File: src/rtl/core/worker_pool_allocator_unit_assert.svh
// Assertion macros for the worker pool allocator unit.
// Used by the top level; expects clk_i and rst_ni in the including scope.
`ifndef WORKER_POOL_ALLOCATOR_UNIT_ASSERT_SVH
`define WORKER_POOL_ALLOCATOR_UNIT_ASSERT_SVH

`ifndef SYNTHESIS
`define WPA_ASSERT(name, prop) \
  name: assert property (@(posedge clk_i) disable iff (!rst_ni) (prop)) \
    else $error("%m: assertion failed");
`define WPA_ASSERT_NEVER(name, cond) \
  name: assert property (@(posedge clk_i) disable iff (!rst_ni) !(cond)) \
    else $error("%m: forbidden condition seen");
`else
`define WPA_ASSERT(name, prop)
`define WPA_ASSERT_NEVER(name, cond)
`endif

`endif

File: src/rtl/core/wpa_pkg.sv
// Shared types and constants of the worker pool allocator unit.
// Used by the controller, the datapath and the top level.
package wpa_pkg;

  localparam int unsigned MAX_WORKERS_DEF = 32;
  localparam int unsigned CFG_W = 6;
  localparam int unsigned FIELD_W = 5;
  localparam int unsigned IN_DATA_W = 16;
  localparam int unsigned OUT_DATA_W = 24;
  localparam logic [CFG_W-1:0] WORKER_COUNT_RST = 6'd32;

  localparam logic REQ_RELEASE = 1'b0;
  localparam logic REQ_ALLOC = 1'b1;

  typedef enum logic [1:0] {
    ST_IDLE,
    ST_SCAN,
    ST_EMPTY,
    ST_SYNC
  } wpa_state_e;

  typedef struct packed {
    logic cfg_write;
    logic sync_step;
    logic release_slot;
    logic load_req;
    logic scan;
    logic emit_empty;
  } wpa_cmd_t;

  typedef struct packed {
    logic req_empty;
    logic grant_last;
    logic sync_last;
    logic can_load;
  } wpa_status_t;

endpackage

File: src/rtl/core/wpa_ctrl.sv
// Controller state machine of the worker pool allocator unit.
// Depends on wpa_pkg; drives the datapath wpa_dp through command signals.
module wpa_ctrl (
  input  logic                 clk_i,
  input  logic                 rst_ni,
  input  logic                 s_tvalid_i,
  input  logic                 s_req_type_i,
  input  logic                 cfg_valid_i,
  input  wpa_pkg::wpa_status_t status_i,
  output wpa_pkg::wpa_cmd_t    cmd_o,
  output logic                 s_tready_o,
  output logic                 cfg_ready_o
);
  import wpa_pkg::*;

  wpa_state_e state_q, state_d;

  always_ff @(posedge clk_i or negedge rst_ni) begin
    if (!rst_ni) begin
      state_q <= ST_IDLE;
    end else begin
      state_q <= state_d;
    end
  end

  always_comb begin
    state_d = state_q;
    cmd_o = '0;
    s_tready_o = 1'b0;
    cfg_ready_o = 1'b0;
    case (state_q)
      ST_IDLE: begin
        cfg_ready_o = 1'b1;
        s_tready_o = !cfg_valid_i;
        if (cfg_valid_i) begin
          cmd_o.cfg_write = 1'b1;
          state_d = ST_SYNC;
        end else if (s_tvalid_i) begin
          if (s_req_type_i == REQ_ALLOC) begin
            cmd_o.load_req = 1'b1;
            state_d = status_i.req_empty ? ST_EMPTY : ST_SCAN;
          end else begin
            cmd_o.release_slot = 1'b1;
          end
        end
      end
      ST_SCAN: begin
        cmd_o.scan = 1'b1;
        if (status_i.grant_last) begin
          state_d = ST_IDLE;
        end
      end
      ST_EMPTY: begin
        cmd_o.emit_empty = 1'b1;
        if (status_i.can_load) begin
          state_d = ST_IDLE;
        end
      end
      ST_SYNC: begin
        cmd_o.sync_step = 1'b1;
        if (status_i.sync_last) begin
          state_d = ST_IDLE;
        end
      end
      default: begin
        state_d = ST_IDLE;
      end
    endcase
  end

endmodule

File: src/rtl/core/wpa_dp.sv
// Datapath of the worker pool allocator unit: busy bitmap, counters,
// slot scanner and output register. Depends on wpa_pkg; driven by wpa_ctrl.
module wpa_dp #(
  parameter int unsigned MaxWorkers = wpa_pkg::MAX_WORKERS_DEF
) (
  input  logic                         clk_i,
  input  logic                         rst_ni,
  input  wpa_pkg::wpa_cmd_t            cmd_i,
  output wpa_pkg::wpa_status_t         status_o,
  input  logic [wpa_pkg::CFG_W-1:0]    cfg_data_i,
  input  logic [wpa_pkg::FIELD_W-1:0]  worker_id_i,
  input  logic [wpa_pkg::FIELD_W-1:0]  request_count_i,
  input  logic                         m_tready_i,
  output logic                         m_tvalid_o,
  output logic                         grant_valid_o,
  output logic [wpa_pkg::FIELD_W-1:0]  granted_worker_o,
  output logic [wpa_pkg::FIELD_W-1:0]  granted_total_o,
  output logic [wpa_pkg::FIELD_W-1:0]  free_after_o,
  output logic [wpa_pkg::FIELD_W-1:0]  peak_busy_o,
  output logic                         last_o
);
  import wpa_pkg::*;

  localparam int unsigned IdxW = $clog2(MaxWorkers);
  localparam int unsigned CntW = $clog2(MaxWorkers + 1);
  localparam int unsigned WideW = (CntW > CFG_W) ? CntW : CFG_W;

  function automatic logic [CntW-1:0] eff_of(input logic [CFG_W-1:0] wc);
    logic [WideW-1:0] w;
    logic [WideW-1:0] e;
    w = WideW'(wc);
    if (w < WideW'(2)) begin
      e = WideW'(2);
    end else if (w > WideW'(MaxWorkers)) begin
      e = WideW'(MaxWorkers);
    end else begin
      e = w;
    end
    return CntW'(e);
  endfunction

  function automatic logic [MaxWorkers-1:0] slot_mask(input logic [CntW-1:0] cnt);
    logic [MaxWorkers-1:0] m;
    for (int i = 0; i < MaxWorkers; i++) begin
      m[i] = (i != 0) && (WideW'(i) < WideW'(cnt));
    end
    return m;
  endfunction

  logic [CFG_W-1:0]      worker_count_q;
  logic [MaxWorkers-1:0] busy_q;
  logic [CntW-1:0]       free_q;
  logic [CntW-1:0]       peak_q;
  logic [FIELD_W-1:0]    total_q;
  logic [FIELD_W-1:0]    remain_q;
  logic [IdxW-1:0]       idx_q;
  logic                  out_valid_q;

  logic [CntW-1:0]  eff;
  logic [WideW-1:0] free_w;
  logic [WideW-1:0] rc_w;
  logic [WideW-1:0] gnt_w;
  logic [WideW-1:0] free_after_w;
  logic [WideW-1:0] busy_after_w;
  logic [WideW-1:0] wid_w;
  logic             rel_ok;
  logic             slot_free;
  logic             can_load;
  logic             do_grant;
  logic             advance;
  logic             do_empty;

  assign eff = eff_of(worker_count_q);
  assign free_w = WideW'(free_q);
  assign rc_w = WideW'(request_count_i);
  assign gnt_w = (rc_w < free_w) ? rc_w : free_w;
  assign free_after_w = free_w - gnt_w;
  assign busy_after_w = WideW'(eff) - WideW'(1) - free_after_w;
  assign wid_w = WideW'(worker_id_i);
  assign rel_ok = (wid_w != '0) && (wid_w < WideW'(eff)) && busy_q[wid_w[IdxW-1:0]];

  assign slot_free = !busy_q[idx_q];
  assign can_load = !out_valid_q || m_tready_i;
  assign do_grant = cmd_i.scan && slot_free && can_load;
  assign advance = cmd_i.scan && (!slot_free || can_load);
  assign do_empty = cmd_i.emit_empty && can_load;

  assign status_o.req_empty = (gnt_w == '0);
  assign status_o.grant_last = do_grant && (remain_q == FIELD_W'(1));
  assign status_o.sync_last = cmd_i.sync_step
                              && (WideW'(idx_q) == WideW'(eff) - WideW'(1));
  assign status_o.can_load = can_load;

  always_ff @(posedge clk_i or negedge rst_ni) begin
    if (!rst_ni) begin
      worker_count_q <= WORKER_COUNT_RST;
      busy_q <= '0;
      free_q <= CntW'(eff_of(WORKER_COUNT_RST) - CntW'(1));
      peak_q <= '0;
      remain_q <= '0;
      idx_q <= '0;
      out_valid_q <= 1'b0;
    end else begin
      if (cmd_i.cfg_write) begin
        worker_count_q <= cfg_data_i;
        busy_q <= busy_q & slot_mask(eff_of(cfg_data_i));
        free_q <= '0;
        idx_q <= IdxW'(1);
      end else if (cmd_i.sync_step) begin
        if (slot_free) begin
          free_q <= free_q + CntW'(1);
        end
        idx_q <= idx_q + IdxW'(1);
      end else if (cmd_i.release_slot) begin
        if (rel_ok) begin
          busy_q[wid_w[IdxW-1:0]] <= 1'b0;
          free_q <= free_q + CntW'(1);
        end
      end else if (cmd_i.load_req) begin
        free_q <= free_after_w[CntW-1:0];
        if (busy_after_w > WideW'(peak_q)) begin
          peak_q <= busy_after_w[CntW-1:0];
        end
        remain_q <= gnt_w[FIELD_W-1:0];
        idx_q <= IdxW'(1);
      end else if (advance) begin
        if (do_grant) begin
          busy_q[idx_q] <= 1'b1;
          remain_q <= remain_q - FIELD_W'(1);
        end
        idx_q <= idx_q + IdxW'(1);
      end

      if (do_grant || do_empty) begin
        out_valid_q <= 1'b1;
      end else if (m_tready_i) begin
        out_valid_q <= 1'b0;
      end
    end
  end

  always_ff @(posedge clk_i) begin
    if (cmd_i.load_req) begin
      total_q <= gnt_w[FIELD_W-1:0];
    end
    if (do_grant) begin
      grant_valid_o <= 1'b1;
      granted_worker_o <= FIELD_W'(WideW'(idx_q));
      granted_total_o <= total_q;
      free_after_o <= FIELD_W'(free_w);
      peak_busy_o <= FIELD_W'(WideW'(peak_q));
      last_o <= (remain_q == FIELD_W'(1));
    end else if (do_empty) begin
      grant_valid_o <= 1'b0;
      granted_worker_o <= '0;
      granted_total_o <= '0;
      free_after_o <= FIELD_W'(free_w);
      peak_busy_o <= FIELD_W'(WideW'(peak_q));
      last_o <= 1'b1;
    end
  end

  assign m_tvalid_o = out_valid_q;

endmodule

File: src/rtl/core/worker_pool_allocator_unit.sv
// Top level of the worker pool allocator unit: stream ports and config port.
// Depends on wpa_pkg, wpa_ctrl, wpa_dp and worker_pool_allocator_unit_assert.svh.
//
//   Channel   Direction  Transaction
//   s_axis    in         one release or one request for workers
//   m_axis    out        one granted worker, or one empty grant
//   cfg       in         write of worker_count
//
// A release is handled in the idle state. A request is accepted in the idle state, then
// scans slots from slot 1 up to its last grant, at most up to the saturated worker count
// minus one; an empty request skips the scan and emits one empty grant. The slot scanner
// waits at a free slot while the output register holds a result that is not taken.
// A worker_count write is followed by a recount sweep over slots 1 up to the saturated
// worker count minus one. After reset all workers are free and the block is ready at once.
`include "worker_pool_allocator_unit_assert.svh"

module worker_pool_allocator_unit #(
  parameter int unsigned MaxWorkers = wpa_pkg::MAX_WORKERS_DEF
) (
  input  logic                            clk_i,
  input  logic                            rst_ni,
  input  logic                            s_axis_tvalid_i,
  output logic                            s_axis_tready_o,
  // worker_id [4:0], request_count [9:5], zeros above.
  input  logic [wpa_pkg::IN_DATA_W-1:0]   s_axis_tdata_i,
  // req_type.
  input  logic                            s_axis_tuser_i,
  output logic                            m_axis_tvalid_o,
  input  logic                            m_axis_tready_i,
  // granted_worker [4:0], granted_total [9:5], free_after [14:10],
  // peak_busy [19:15], zeros above.
  output logic [wpa_pkg::OUT_DATA_W-1:0]  m_axis_tdata_o,
  // grant_valid.
  output logic                            m_axis_tuser_o,
  output logic                            m_axis_tlast_o,
  input  logic                            cfg_valid_i,
  output logic                            cfg_ready_o,
  input  logic [wpa_pkg::CFG_W-1:0]       cfg_data_i
);
  import wpa_pkg::*;

  wpa_cmd_t           cmd;
  wpa_status_t        status;
  logic [FIELD_W-1:0] granted_worker;
  logic [FIELD_W-1:0] granted_total;
  logic [FIELD_W-1:0] free_after;
  logic [FIELD_W-1:0] peak_busy;

  wpa_ctrl u_ctrl (
    .clk_i       (clk_i),
    .rst_ni      (rst_ni),
    .s_tvalid_i  (s_axis_tvalid_i),
    .s_req_type_i(s_axis_tuser_i),
    .cfg_valid_i (cfg_valid_i),
    .status_i    (status),
    .cmd_o       (cmd),
    .s_tready_o  (s_axis_tready_o),
    .cfg_ready_o (cfg_ready_o)
  );

  wpa_dp #(
    .MaxWorkers(MaxWorkers)
  ) u_dp (
    .clk_i           (clk_i),
    .rst_ni          (rst_ni),
    .cmd_i           (cmd),
    .status_o        (status),
    .cfg_data_i      (cfg_data_i),
    .worker_id_i     (s_axis_tdata_i[FIELD_W-1:0]),
    .request_count_i (s_axis_tdata_i[2*FIELD_W-1:FIELD_W]),
    .m_tready_i      (m_axis_tready_i),
    .m_tvalid_o      (m_axis_tvalid_o),
    .grant_valid_o   (m_axis_tuser_o),
    .granted_worker_o(granted_worker),
    .granted_total_o (granted_total),
    .free_after_o    (free_after),
    .peak_busy_o     (peak_busy),
    .last_o          (m_axis_tlast_o)
  );

  assign m_axis_tdata_o = OUT_DATA_W'({peak_busy, free_after, granted_total, granted_worker});

  `WPA_ASSERT_NEVER(a_single_accept, s_axis_tvalid_i && s_axis_tready_o && cfg_valid_i && cfg_ready_o)
  `WPA_ASSERT(a_cfg_blocks_input, (cfg_valid_i && cfg_ready_o) |=> !s_axis_tready_o)
  `WPA_ASSERT(a_empty_is_last, (m_axis_tvalid_o && !m_axis_tuser_o) |-> m_axis_tlast_o)
  `WPA_ASSERT(a_total_matches, m_axis_tvalid_o |-> (m_axis_tuser_o == (m_axis_tdata_o[9:5] != 5'd0)))

endmodule

File: config.mk
export PLATFORM = sky130hd
export DESIGN_NAME = worker_pool_allocator_unit
export DESIGN_NICKNAME = d
export VERILOG_FILES = /design/src/rtl/core/wpa_pkg.sv /design/src/rtl/core/wpa_ctrl.sv /design/src/rtl/core/wpa_dp.sv /design/src/rtl/core/worker_pool_allocator_unit.sv
export VERILOG_INCLUDE_DIRS = /design/src /design/src/rtl/core
export SDC_FILE = /design/constraint.sdc
export NUM_CORES = 1
export LEC_CHECK = 0
export BUFFER_PORTS_ARGS = -buffer_cell sky130_fd_sc_hd__buf_2
export CELL_PAD_IN_SITES_DETAIL_PLACEMENT = 1
export CELL_PAD_IN_SITES_GLOBAL_PLACEMENT = 1
export CORE_MARGIN = 5
export CORE_UTILIZATION = 47
export CTS_CLUSTER_DIAMETER = 50
export DETAILED_ROUTE_END_ITERATION = 6
export PLACE_DENSITY_LB_ADDON = 0.1
export REMOVE_ABC_BUFFERS = 1
export SETUP_SLACK_MARGIN = 0.4
export SKIP_CTS_REPAIR_TIMING = 1
export SKIP_LAST_GASP = 1
export SLEW_MARGIN = 20
export SYNTH_ARGS = -nofsm -noshare
export SYNTH_HDL_FRONTEND = slang
export SYNTH_SLANG_ARGS = --single-unit
File: constraint.sdc
create_clock -name clk_i -period 6.4 [get_ports clk_i]
set_input_delay 1.28 -clock clk_i [delete_from_list [all_inputs] [get_ports clk_i]]
set_output_delay 1.28 -clock clk_i [all_outputs]
set_load 0.02 [all_outputs]
# Word-level counts from Yosys, hierarchy flattened
# Index checks and enable logic that the tools add are counted.
# totals
reg_bits,90
output_inout_bits,29
elab_cells,185
# op_classes
bitwise,7
n_eq_ne,16
reduce_logical,33
add_sub_neg,6
muxes,66
n_lt_le_gt_ge,42
# ops
operator,n
32-bit 2-to-1 mux,7
5-bit by 6-bit < comparator with 1-bit output (first input constant),16
5-bit 2-to-1 mux,15
6-bit 2-to-1 mux,12
32-bit AND,2
4-bit by 6-bit < comparator with 1-bit output (first input constant),8
32-bit inverter,1
32-bit OR,1
3-bit by 6-bit < comparator with 1-bit output (first input constant),4
2-bit 2-to-1 mux,10
5-bit AND reduction,4
1-bit 2-to-1 mux,17
6-bit > comparator (second input constant),2
2-bit by 6-bit < comparator with 1-bit output (first input constant),2
5-bit by 6-bit < comparator with 1-bit output,2
5-bit by 6-bit < comparator with 1-bit output (second input constant),2
6-bit by 2-bit < comparator with 1-bit output (second input constant),2
6-bit subtractor,2
1-bit binary-select mux with 5-bit select,2
1-bit demux with 5-bit select,2
5-bit by 1-bit greater-or-equal comparator with 1-bit output (second input constant),2
1-bit logical AND,10
3-bit by 1-bit != test with 1-bit output (second input constant),3
3-bit != test (second input constant),3
25 further kinds,39

# Logic depth before layout (Yosys ltp)
# Gate-level depths: netlist (run 1).
# depth
depth_word,11
depth_mapped,24
mapped_depth_nobuf,23

# Cells and area by module
# A second synthesis (run 1) with hierarchy kept.
# unflattened
cells_unflattened,727
hier_area_um2,6635.1
# modules_own_cells
mod,area_per_inst_um2,cells_per_inst,instances,seq_area_each_um2
wpa_dp,6426.2,705,1,2334.7
wpa_ctrl,175.2,17,1,50.0
worker_pool_allocator_unit,33.8,5,1,0.0

# Worst setup path before layout (run 1)
# Ideal clock, no wire load.
# synth_path
kind,in2reg
from,input s_axis_tdata_i[9] (netlist bit)
to,register u_dp.peak_q[5]
slack_ns,0.576
cell_stages,22
n_path_buf,1
required_ns,6.275
setup_time_ns,0.125
t_arrival_ns,5.699
cell_sequence,ha_1 -> and2_1 -> o21ai_0 -> o31a_1 -> clkbuf_1 -> mux2_2 -> ha_1 -> inv_1 -> fa_1 -> inv_1 -> ha_1 -> a21o_1 -> a21oi_1 -> o21bai_1 -> a21oi_1 -> xor2_1 -> ha_1 -> nand4_1 -> nor2_1 -> nor2_1 -> a21oi_1 -> mux2_2
# synth_between
elab_chain_cells,6
# synth_lines
item,line_no,text
"start, declared",worker_pool_allocator_unit.sv:25,"input logic [wpa_pkg::IN_DATA_W-1:0] s_axis_tdata_i,"
5-bit by 6-bit < comparator with 1-bit output (*),wpa_dp.sv:76,assign gnt_w = (rc_w < free_w) ? rc_w : free_w;
6-bit 2-to-1 mux (*),wpa_dp.sv:76,
via u_dp.gnt_w[0],wpa_dp.sv:62,logic [WideW-1:0] gnt_w;
6-bit subtractor (*),wpa_dp.sv:77,assign free_after_w = free_w - gnt_w;
6-bit subtractor (*),wpa_dp.sv:78,assign busy_after_w = WideW'(eff) - WideW'(1) - free_after_w;
via u_dp.busy_after_w[5],wpa_dp.sv:64,logic [WideW-1:0] busy_after_w;
6-bit > comparator,wpa_dp.sv:121,if (busy_after_w > WideW'(peak_q)) begin
5-bit AND reduction (no source line),--,
"end signal, assigned",wpa_dp.sv:122,peak_q <= busy_after_w[CntW-1:0];
"end, declared",wpa_dp.sv:53,logic [CntW-1:0] peak_q;
# Mark *: on every way through the listed nets, which the timed path passes. The rest lies on a longest branch.
# A chain may end at the register's enable or synchronous reset.

# Worst setup path after layout (run 1)
# layout_path
from,input s_axis_tdata_i[6] (netlist bit)
to,register u_dp.peak_q[0]
# layout_between
elab_chain_cells,6
# layout_lines
item,line_no
5-bit by 6-bit < comparator with 1-bit output,wpa_dp.sv:76
6-bit 2-to-1 mux (*),wpa_dp.sv:76
6-bit subtractor (*),wpa_dp.sv:77
6-bit subtractor (*),wpa_dp.sv:78
via u_dp.busy_after_w[5],wpa_dp.sv:64
6-bit > comparator (*),wpa_dp.sv:121
5-bit AND reduction (no source line) (*),--
# Marks and branches as above.

==> metrics.txt, run 1 <==
RSZ-0062 raised after global routing=false; maximum clock path buffer count=2; XOR/XNOR Fraction of Synth Area=approximately 3.0%; # rows=41; FFs w/ async S/R, synth=70.0%; Detailed Routing Iterations Pass 1=5; Sw Share=46.9%; Detailed Route WL=18900 um; sequential-to-total area share from yosys stat=38.9%; clock power share=between 10% and 20%; share of cells above drive strength 1=15.7%; post-synthesis register bit count=90; most common cell after layout, fill and taps aside=nand2_1; critical path arrival=5890 ps; Final Setup Violations=0; post-synthesis instance area=0.00613 mm2; Post-DRT Antenna Nets=0; mux contribution to synthesized area=about 8.1%; pwr dens=644 mW/mm2; die width=124 um; CTS Root Cell=clkbuf_16; Crit Path Class=in2reg; vias per inst=6.21; starting density of the core=between 40% and 50%; Compound-Gate Fraction of Synth Area=about 20%; All-Layer GR Usage=between 20 and 25%; Top FF cell, synth=dfrtp_1; Final Hold Fails=0; WL/cell=~22 um; largest net degree at the start of global routing=64; grt total ovfl=0; crit end category=flip-flop; Top Ports=57; syn avg cell area=around 9.4 um2; run status=completed; dpl cells=834; most frequent cells in the layout=nand2_1 (62), dfrtp_1 (57), buf_2 (46), o21ai_0 (43), nor2_1 (42); combinational family with the most area after synthesis=compound AO/OA/AOI/OAI gates; Leakage Power=2.89 nW; post-DP HPWL=13500 um; post-synthesis simple-gate area fraction=between 10% and 20%; height of the die=124 um; NetSw=between 0.002 and 0.0025 W; H-tree depth=3; synth unique cells=77; critical path required time=approximately 6700 ps; Area growth, synth to finish=10.1%; detailed-route via count=5302; DRC Markers=0; clock latency on the worst-skew pair=approximately 360 ps; fin cells=854; Sum Neg Setup Slack=0 ps; # clock sinks=90; EDFF count, synth=26; Clock Skew=12.0 ps; final net count=between 700 and 800; synth warn=0; Slew headroom=34.1%; Final period util=between 80% and 90%; worst vdd ir=0.251 mV; actual slew at the worst max-slew pin=984 ps; Max Cap Viol=0; input/output buffers=between 40 and 50; first-pass GRT wire length=slightly above 30000 um; crit path launch type=input port; internal power=0.00231 W; Tot Pwr=0.00435 W; vias in the first global route=around 5.5k; Peak Freq=178 MHz; Post-Syn Instances=652; Final Critical Period=5620 ps; Num CTS Buffers=9; initial antenna violation count=0; Routability Congestion=around 0.88; DIE AREA=0.0154 mm2; adder-cell share of the synthesized area=7.39%; initial drt markers=392; Core ar.=roughly 0.013 mm2; clk slew on worst S/H paths=~60 ps; worst min path class=reg2reg; antenna cells=0; Max Fanout on Critical Path=9; Final Max Tran Viols=0; Comb pwr share=60.2%; TritonCTS clock tree=done; part of the power in registers=a little over a quarter
==> worst max-delay path, cell delays in order <==
cell	delay, ps
buf_2	120
ha_1	300
a21o_1	170
a21oi_1	150
o31a_1	320
mux2i_1	530
ha_1	320
nor2b_1	130
o21a_1	180
o21ai_0	190
a21oi_1	100
a2111oi_1	620
xor2_1	210
ha_1	360
nand4_1	120
nor2_1	140
nor2_1	50
a21oi_1	200
buf_4	200
mux2i_1	210
==> Yosys cell counts, types with 4 or more instances <==
master,number,area (um2)
xnor2_1,7,61.3
clkbuf_1,23,86.3
nor2_1,43,161
xor2_1,9,78.8
a22o_1,8,70.1
ha_1,33,413
buf_4,9,67.6
dfstp_2,6,158
nand2_1,62,233
buf_2,4,20.0
nand3b_1,4,30.0
dfrtp_1,57,1430
nand2b_1,9,56.3
o21ai_0,43,215
a21oi_1,42,210
a31oi_1,31,194
inv_1,35,131
and3_1,4,25.0
o22ai_1,13,81.3
nor3_1,15,75.1
mux2_2,13,146
nor2b_1,12,75.1
nand4_1,7,43.8
nand3_1,15,75.1
buf_1,4,15.0
mux4_2,8,180
o31ai_1,4,30.0
and2_1,13,81.3
nor3b_1,5,37.5
mux2i_1,12,120
edfxtp_1,26,781
==> per-stage QoR <==
| step | setup WS (ps) | utilization (%) | cell area, um2 | hold WS (ps) |
|---|---|---|---|---|
| floorplan | 673 | - | 5930 | 425 |
| global placement | 507 | 50.3 | 6400 | 433 |
| detailed placement | 306 | 50.3 | 6400 | 440 |
| CTS | 615 | 52.8 | 6720 | 456 |
| global route | 416 | 53.1 | 6750 | 476 |
| finish | 778 | 53.1 | 6750 | 450 |
==> worst paths after layout <==
check / from / end / slack [ps] / cells after the start
setup / recovery: s_axis_tdata_i[6] / u_dp.peak_q[0] / 780 / 20
hold / removal: u_dp.peak_q[4] / u_dp.peak_busy_o[4] / 450 / 0
setup reg to reg: u_dp.free_q[1] / u_dp.peak_q[0] / 1110 / 20
hold reg to reg: u_dp.peak_q[4] / u_dp.peak_busy_o[4] / 450 / 0
max in group asynchronous: rst_ni / u_dp.busy_q[29] / 4710 / 2
min in group asynchronous: rst_ni / u_dp.peak_q[2] / 1120 / 2
==> per-layer routing <==
layer	vias to the layer above	track usage [%]	wire length, um
met4	0	11.0	563
met5	-	0	0
li1	2436	-	-
met3	42	3.82	819
met1	2671	29.7	7880
met2	153	42.6	9670
==> final cells by class <==
type                       instances  area, um2
clock inverter                     4       76.3
multi-input combinational        486       3410
timing repair buffer              54        290
inverter                          36        135
clock buffer                      12        236
tap                              172        215
fill                            1493       5970
sequential                        90       2380
==> cells by family after synthesis <==
family,after synthesis
other,1
AO/OA/AOI/OAI,189
adder cells (fa/ha/maj),35
XOR/XNOR,18
AND/OR/NAND/NOR,205
buffers and inverters,79
multiplexers,35
flip-flops,90
==> power by group through the flow <==
stage / Sequential [W] / Clock, W / Combinational [W]
global placement: 0.00114 / 0 / 0.00239
global route: 0.00119 / 0.000606 / 0.00291
CTS: 0.00115 / 0.000584 / 0.00259
floorplan: 0.00117 / 0 / 0.00175
detailed placement: 0.00116 / 0 / 0.00255
finish: 0.00115 / 0.000577 / 0.00262
==> registers in the layout, indices dropped and copies added, names as in the netlist <==
name and count:
u_dp.busy_q 32, u_dp.free_q 6, u_dp.peak_q 6, u_dp.worker_count_q 6, u_dp.free_after_o 5, u_dp.granted_total_o 5, u_dp.granted_worker_o 5, u_dp.idx_q 5
u_dp.peak_busy_o 5, u_dp.remain_q 5, u_dp.total_q 5, u_ctrl.state_q 2, u_dp.grant_valid_o 1, u_dp.last_o 1, u_dp.m_tvalid_o 1
(Power assumes the default switching activity.)
==> inputs of run 2 (changes only) <==
--- a/config.mk
+++ b/config.mk
@@ -13,7 +13,7 @@
 export CORE_UTILIZATION = 47
 export CTS_CLUSTER_DIAMETER = 50
 export DETAILED_ROUTE_END_ITERATION = 6
-export PLACE_DENSITY_LB_ADDON = 0.1
+export PLACE_DENSITY = 0.92
 export REMOVE_ABC_BUFFERS = 1
 export SETUP_SLACK_MARGIN = 0.4
 export SKIP_CTS_REPAIR_TIMING = 1
==> run 2 against run 1 <==
  * First-iteration DRC count increased by 29%
  * Highest routed layer unchanged
  * Largest cell class unchanged
  * Cell count decreased by 0.23%
  * Critical endpoint is now u_dp.peak_q[5]
  * Non-clock buffer count decreased by 2
==> metrics.txt, run 2 (synthesis results as in run 1) <==
run status=completed; crit path launch type=input port; pwr dens=~650 mW/mm2; Detailed Route WL=just under 20000 um; final worst slack=694 ps; Final Setup Violations=0; post-place setup slack=177 ps; die width=~120 um; DRC Markers=0; max reg flops=32; most frequent cells in the layout=nand2_1 (62), dfrtp_1 (57), buf_2 (46), o21ai_0 (43); starting density of the core=about half; post-DP HPWL=13600 um; vias per inst=6.46; Core ar.=0.0127 mm2; Leakage Power=2.89 nW; largest net degree at the start of global routing=64; initial antenna violation count=0; # clock sinks=90; antenna cells=0; Num CTS Buffers=9; Post-DRT Antenna Nets=0; height of the die=124 um; Final period util=89.2%; final net count=738; share of cells above drive strength 1=roughly 16%; DIE AREA=around 0.015 mm2; critical path required time=6640 ps; Clock Skew=around 10 ps; Peak Freq=175 MHz; Sum Neg Setup Slack=0 ps; Crit Path Class=in2reg; Detailed Routing Iterations Pass 1=5; All-Layer GR Usage=between 20 and 30%; H-tree depth=3; Area growth, synth to finish=10.1%; CTS Root Cell=clkbuf_16; Max Fanout on Critical Path=4; actual slew at the worst max-slew pin=1080 ps; # rows=41; RSZ-0062 raised after global routing=false; clock latency on the worst-skew pair=approximately 350 ps; Routability Congestion=0.928; TritonCTS clock tree=done; worst min path class=reg2reg; worst vdd ir=0.242 mV; largest reg by FF count=u_dp.busy_q; detailed-route via count=about 5.5k; critical path arrival=~6000 ps; area of the multi-input gates=0.00342 mm2; first-pass GRT wire length=31400 um; # fillers=1513; Final Critical Period=5710 ps; vias in the first global route=roughly 5.9k; Max Cap Viol=0; Final Max Tran Viols=0; Slew headroom=28.3%; Final Hold Fails=0; initial drt markers=505; crit end category=flip-flop; maximum clock path buffer count=2; WL/cell=roughly 23 um; Top Ports=57; Seq. cell area=about 0.0024 mm2; input/output buffers=46; most common cell after layout, fill and taps aside=nand2_1; Min Hold Slack=approximately 450 ps; clk slew on worst S/H paths=70 ps; grt total ovfl=0
-- run 2: stage by stage --
stage | std cells | power [W] | util [%] | instance area (um2)
after floorplan | 612 | 0.00292 | - | 5930
after global placement | 834 | 0.00348 | 50.3 | 6400
after detailed placement | 834 | 0.00371 | 50.3 | 6400
after CTS | 850 | 0.00436 | 52.9 | 6720
after global routing | 852 | 0.00470 | 53.0 | 6750
final | 852 | 0.00437 | 53.0 | 6750
-- run 2: worst max-delay path, cell delays in order --
cell	delay [ps]
buf_2	120
ha_1	300
a21o_1	160
a21oi_1	170
o31a_2	250
mux2_2	390
ha_1	200
inv_1	70
fa_1	450
inv_1	140
ha_1	240
a21o_1	170
a21oi_1	270
o21bai_1	110
a21oi_1	230
xor2_1	260
ha_1	290
nand4_1	130
o21ai_0	110
a21oi_1	220
mux2_2	360
-- run 2: final timing paths --
| path | depth (start not counted) | to | startpoint | slack, ps |
|---|---|---|---|---|
| min in group asynchronous | 2 | u_dp.busy_q[29] | rst_ni | 1110 |
| max reg2reg | 21 | u_dp.peak_q[5] | u_dp.free_q[1] | 990 |
| min | 0 | u_dp.peak_busy_o[1] | u_dp.peak_q[1] | 450 |
| max | 21 | u_dp.peak_q[5] | s_axis_tdata_i[6] | 690 |
| min reg2reg | 0 | u_dp.peak_busy_o[1] | u_dp.peak_q[1] | 450 |
| max in group asynchronous | 2 | u_dp.worker_count_q[3] | rst_ni | 4700 |
-- run 2: layout make-up --
cell class	instances	share of cell area, %
timing repair buffer	52	4.08
multi-input combinational	486	50.7
inverter	36	2.00
tap	172	3.19
clock buffer	10	3.54
clock inverter	6	1.19
sequential	90	35.3
-- run 2: layer usage --
metal / up-vias / wire, um / GRT usage (%)
li1: 2433 / - / -
met2: 253 / 9950 / 43.5
met3: 63 / 1140 / 3.86
met4: 0 / 809 / 13.0
met1: 2754 / 7720 / 30.4
met5: - / 0 / 0
-- run 2: report_power, final --
group          switching, W  internal (W)  total [W]  leakage, nW
clock              0.000251      0.000323   0.000574        0.155
combinational       0.00157       0.00106    0.00262         1.70
sequential         0.000280      0.000895    0.00118         1.03
total               0.00210       0.00228    0.00437         2.89
==> inputs of run 3 (changes only) <==
--- a/config.mk
+++ b/config.mk
@@ -13,7 +13,7 @@
 export CORE_UTILIZATION = 47
 export CTS_CLUSTER_DIAMETER = 50
 export DETAILED_ROUTE_END_ITERATION = 6
-export PLACE_DENSITY = 0.92
+export PLACE_DENSITY_LB_ADDON = 0.12
 export REMOVE_ABC_BUFFERS = 1
 export SETUP_SLACK_MARGIN = 0.4
 export SKIP_CTS_REPAIR_TIMING = 1
==> run 3 against run 2 <==
  * Count of clock-buffer cells in the layout increased by 4
  * Clock skew decreased by 2.0 ps
  * Clock power decreased by 4.9%
  * Global-route usage increased by 0.068 points
  * Combinational power decreased by 3%
  * Hold slack got worse by 0.72 ps
  * Register-to-register slack improved by 160 ps
  * Setup slack improved by 97 ps
  * Critical endpoint is now u_dp.peak_q[0]
  * Largest cell class unchanged
  * Largest power group unchanged
==> metrics.txt, run 3 (synthesis results as in run 1) <==
highest routed layer=met4; actual slew at the worst max-slew pin=892 ps; initial drt markers=410; initial antenna violation count=0; antenna cells=0; Peak Freq=between 150 and 200 MHz; Core ar.=0.0127 mm2; Max Cap Viol=0; met2 wire len=9850 um; CP peak stage delay=roughly 460 ps; maximum clock path buffer count=2; Routed met1 length=7870 um; Leakage Power=2.89 nW; Final Max Tran Viols=0; grt total ovfl=0; CTS Root Cell=clkbuf_16; Max Fanout on Critical Path=9; most frequent cells in the layout=nand2_1 (62), dfrtp_1 (57), buf_2 (46), o21ai_0 (43); Slew headroom=40.5%; final net count=740; DIE AREA=between 0.015 and 0.02 mm2; largest net degree at the start of global routing=64; max reg flops=32; WL/cell=22.5 um; critical path required time=6670 ps; crit end category=flip-flop; Final Setup Violations=0; All-Layer GR Usage=25.3%; clock latency on the worst-skew pair=360 ps; share of cells above drive strength 1=16.0%; clk slew on worst S/H paths=60 ps; run status=completed; dpl cells=835; Num CTS Buffers=9; DR WL met3=884 um; # rows=approximately 40; Routability Congestion=between 0.8 and 0.9; Final period util=87.6%; detailed-route via count=~5.4k; most common cell after layout, fill and taps aside=nand2_1; # fillers=1493; input/output buffers=46; starting density of the core=48.2%; worst vdd ir=0.297 mV; # clock sinks=90; pwr dens=629 mW/mm2; Detailed Routing Iterations Pass 1=4; H-tree depth=3; critical path arrival=5870 ps; CP max stage cell=fa_1; vias in the first global route=5756; CP cell instances=buf_2, ha_1, and2_1, o21ai_0, o31a_1, mux2_2, ha_1, inv_1, fa_1, inv_1, ha_1, a21o_1, a21oi_1, o21bai_1, a21oi_1, xor2_1, ha_1, nand4_1, nor2_1, nor2_1, a21oi_1, buf_4, mux2i_1; largest reg by FF count=u_dp.busy_q; Sum Neg Setup Slack=0 ps; vias per inst=approximately 6.3; worst min path class=reg2reg; Final Hold Fails=0; Clock Skew=approximately 8.4 ps; die width=124 um; fin cells=854; first-pass GRT wire length=31400 um; Area growth, synth to finish=10.1%; post-DP HPWL=around 13000 um; crit-path most repeated cell=ha_1; RSZ-0062 raised after global routing=false; TritonCTS clock tree=done; Post-DRT Antenna Nets=0; Crit Path Class=in2reg; Top Ports=57; Final Critical Period=5610 ps; crit path launch type=input port; height of the die=124 um; Detailed Route WL=19200 um; DRC Markers=0
run 3: report_power, final:
part / switching [W] / total, W / internal [W] / leakage [nW]
Sequential: 0.000264 / 0.00116 / 0.000895 / 1.03
Clock: 0.000235 / 0.000546 / 0.000311 / 0.149
Combinational: 0.00149 / 0.00254 / 0.00106 / 1.71
run 3: path summary, 6_finish.rpt:
path,cells after the start,end,slack (ps),startpoint
min in group asynchronous,2,u_dp.worker_count_q[4],1110,rst_ni
setup reg to reg,23,u_dp.peak_q[0],1150,u_dp.free_q[1]
max in group asynchronous,2,u_dp.remain_q[2],4690,rst_ni
hold reg to reg,0,u_dp.peak_busy_o[3],450,u_dp.peak_q[3]
setup / recovery,23,u_dp.peak_q[0],790,s_axis_tdata_i[9]
hold / removal,0,u_dp.peak_busy_o[3],450,u_dp.peak_q[3]
run 3: area by class of cell:
| cell class | instances | area (um2) | share of cell area, % |
|---|---|---|---|
| Multi-Input combinational cell | 486 | 3420 | 50.7 |
| Clock buffer | 14 | 285 | 4.23 |
| Timing Repair Buffer | 54 | 290 | 4.30 |
| Inverter | 36 | 135 | 2.00 |
| Tap cell | 172 | 215 | 3.19 |
| Clock inverter | 2 | 17.5 | 0.260 |
| Sequential cell | 90 | 2380 | 35.3 |
run 3: layer usage:
metal,up-vias,GRT usage (%)
li1,2436,-
met1,2743,30.9
met2,162,43.8
met3,39,3.43
met4,0,12.3
met5,-,0
run 3: critical path: cells and delay by family:
family	cells	cell delay [ps]
multiplexers	2	640
adder cells (fa/ha/maj)	5	1510
AND/OR/NAND/NOR	4	450
buffers and inverters	4	510
AO/OA/AOI/OAI	7	1380
XOR/XNOR	1	100
run 3: through the flow:
| stage | setup slack [ps] | total power, W | cell area [um2] | hold WS [ps] | util [%] |
|---|---|---|---|---|---|
| after floorplan | 673 | 0.00292 | 5930 | 425 | - |
| after global placement | 596 | 0.00354 | 6410 | 432 | 50.4 |
| after detailed placement | 389 | 0.00369 | 6420 | 438 | 50.4 |
| after CTS | 729 | 0.00425 | 6720 | 454 | 52.8 |
| after global routing | 409 | 0.00462 | 6750 | 469 | 53.0 |
| final | 791 | 0.00425 | 6750 | 450 | 53.0 |
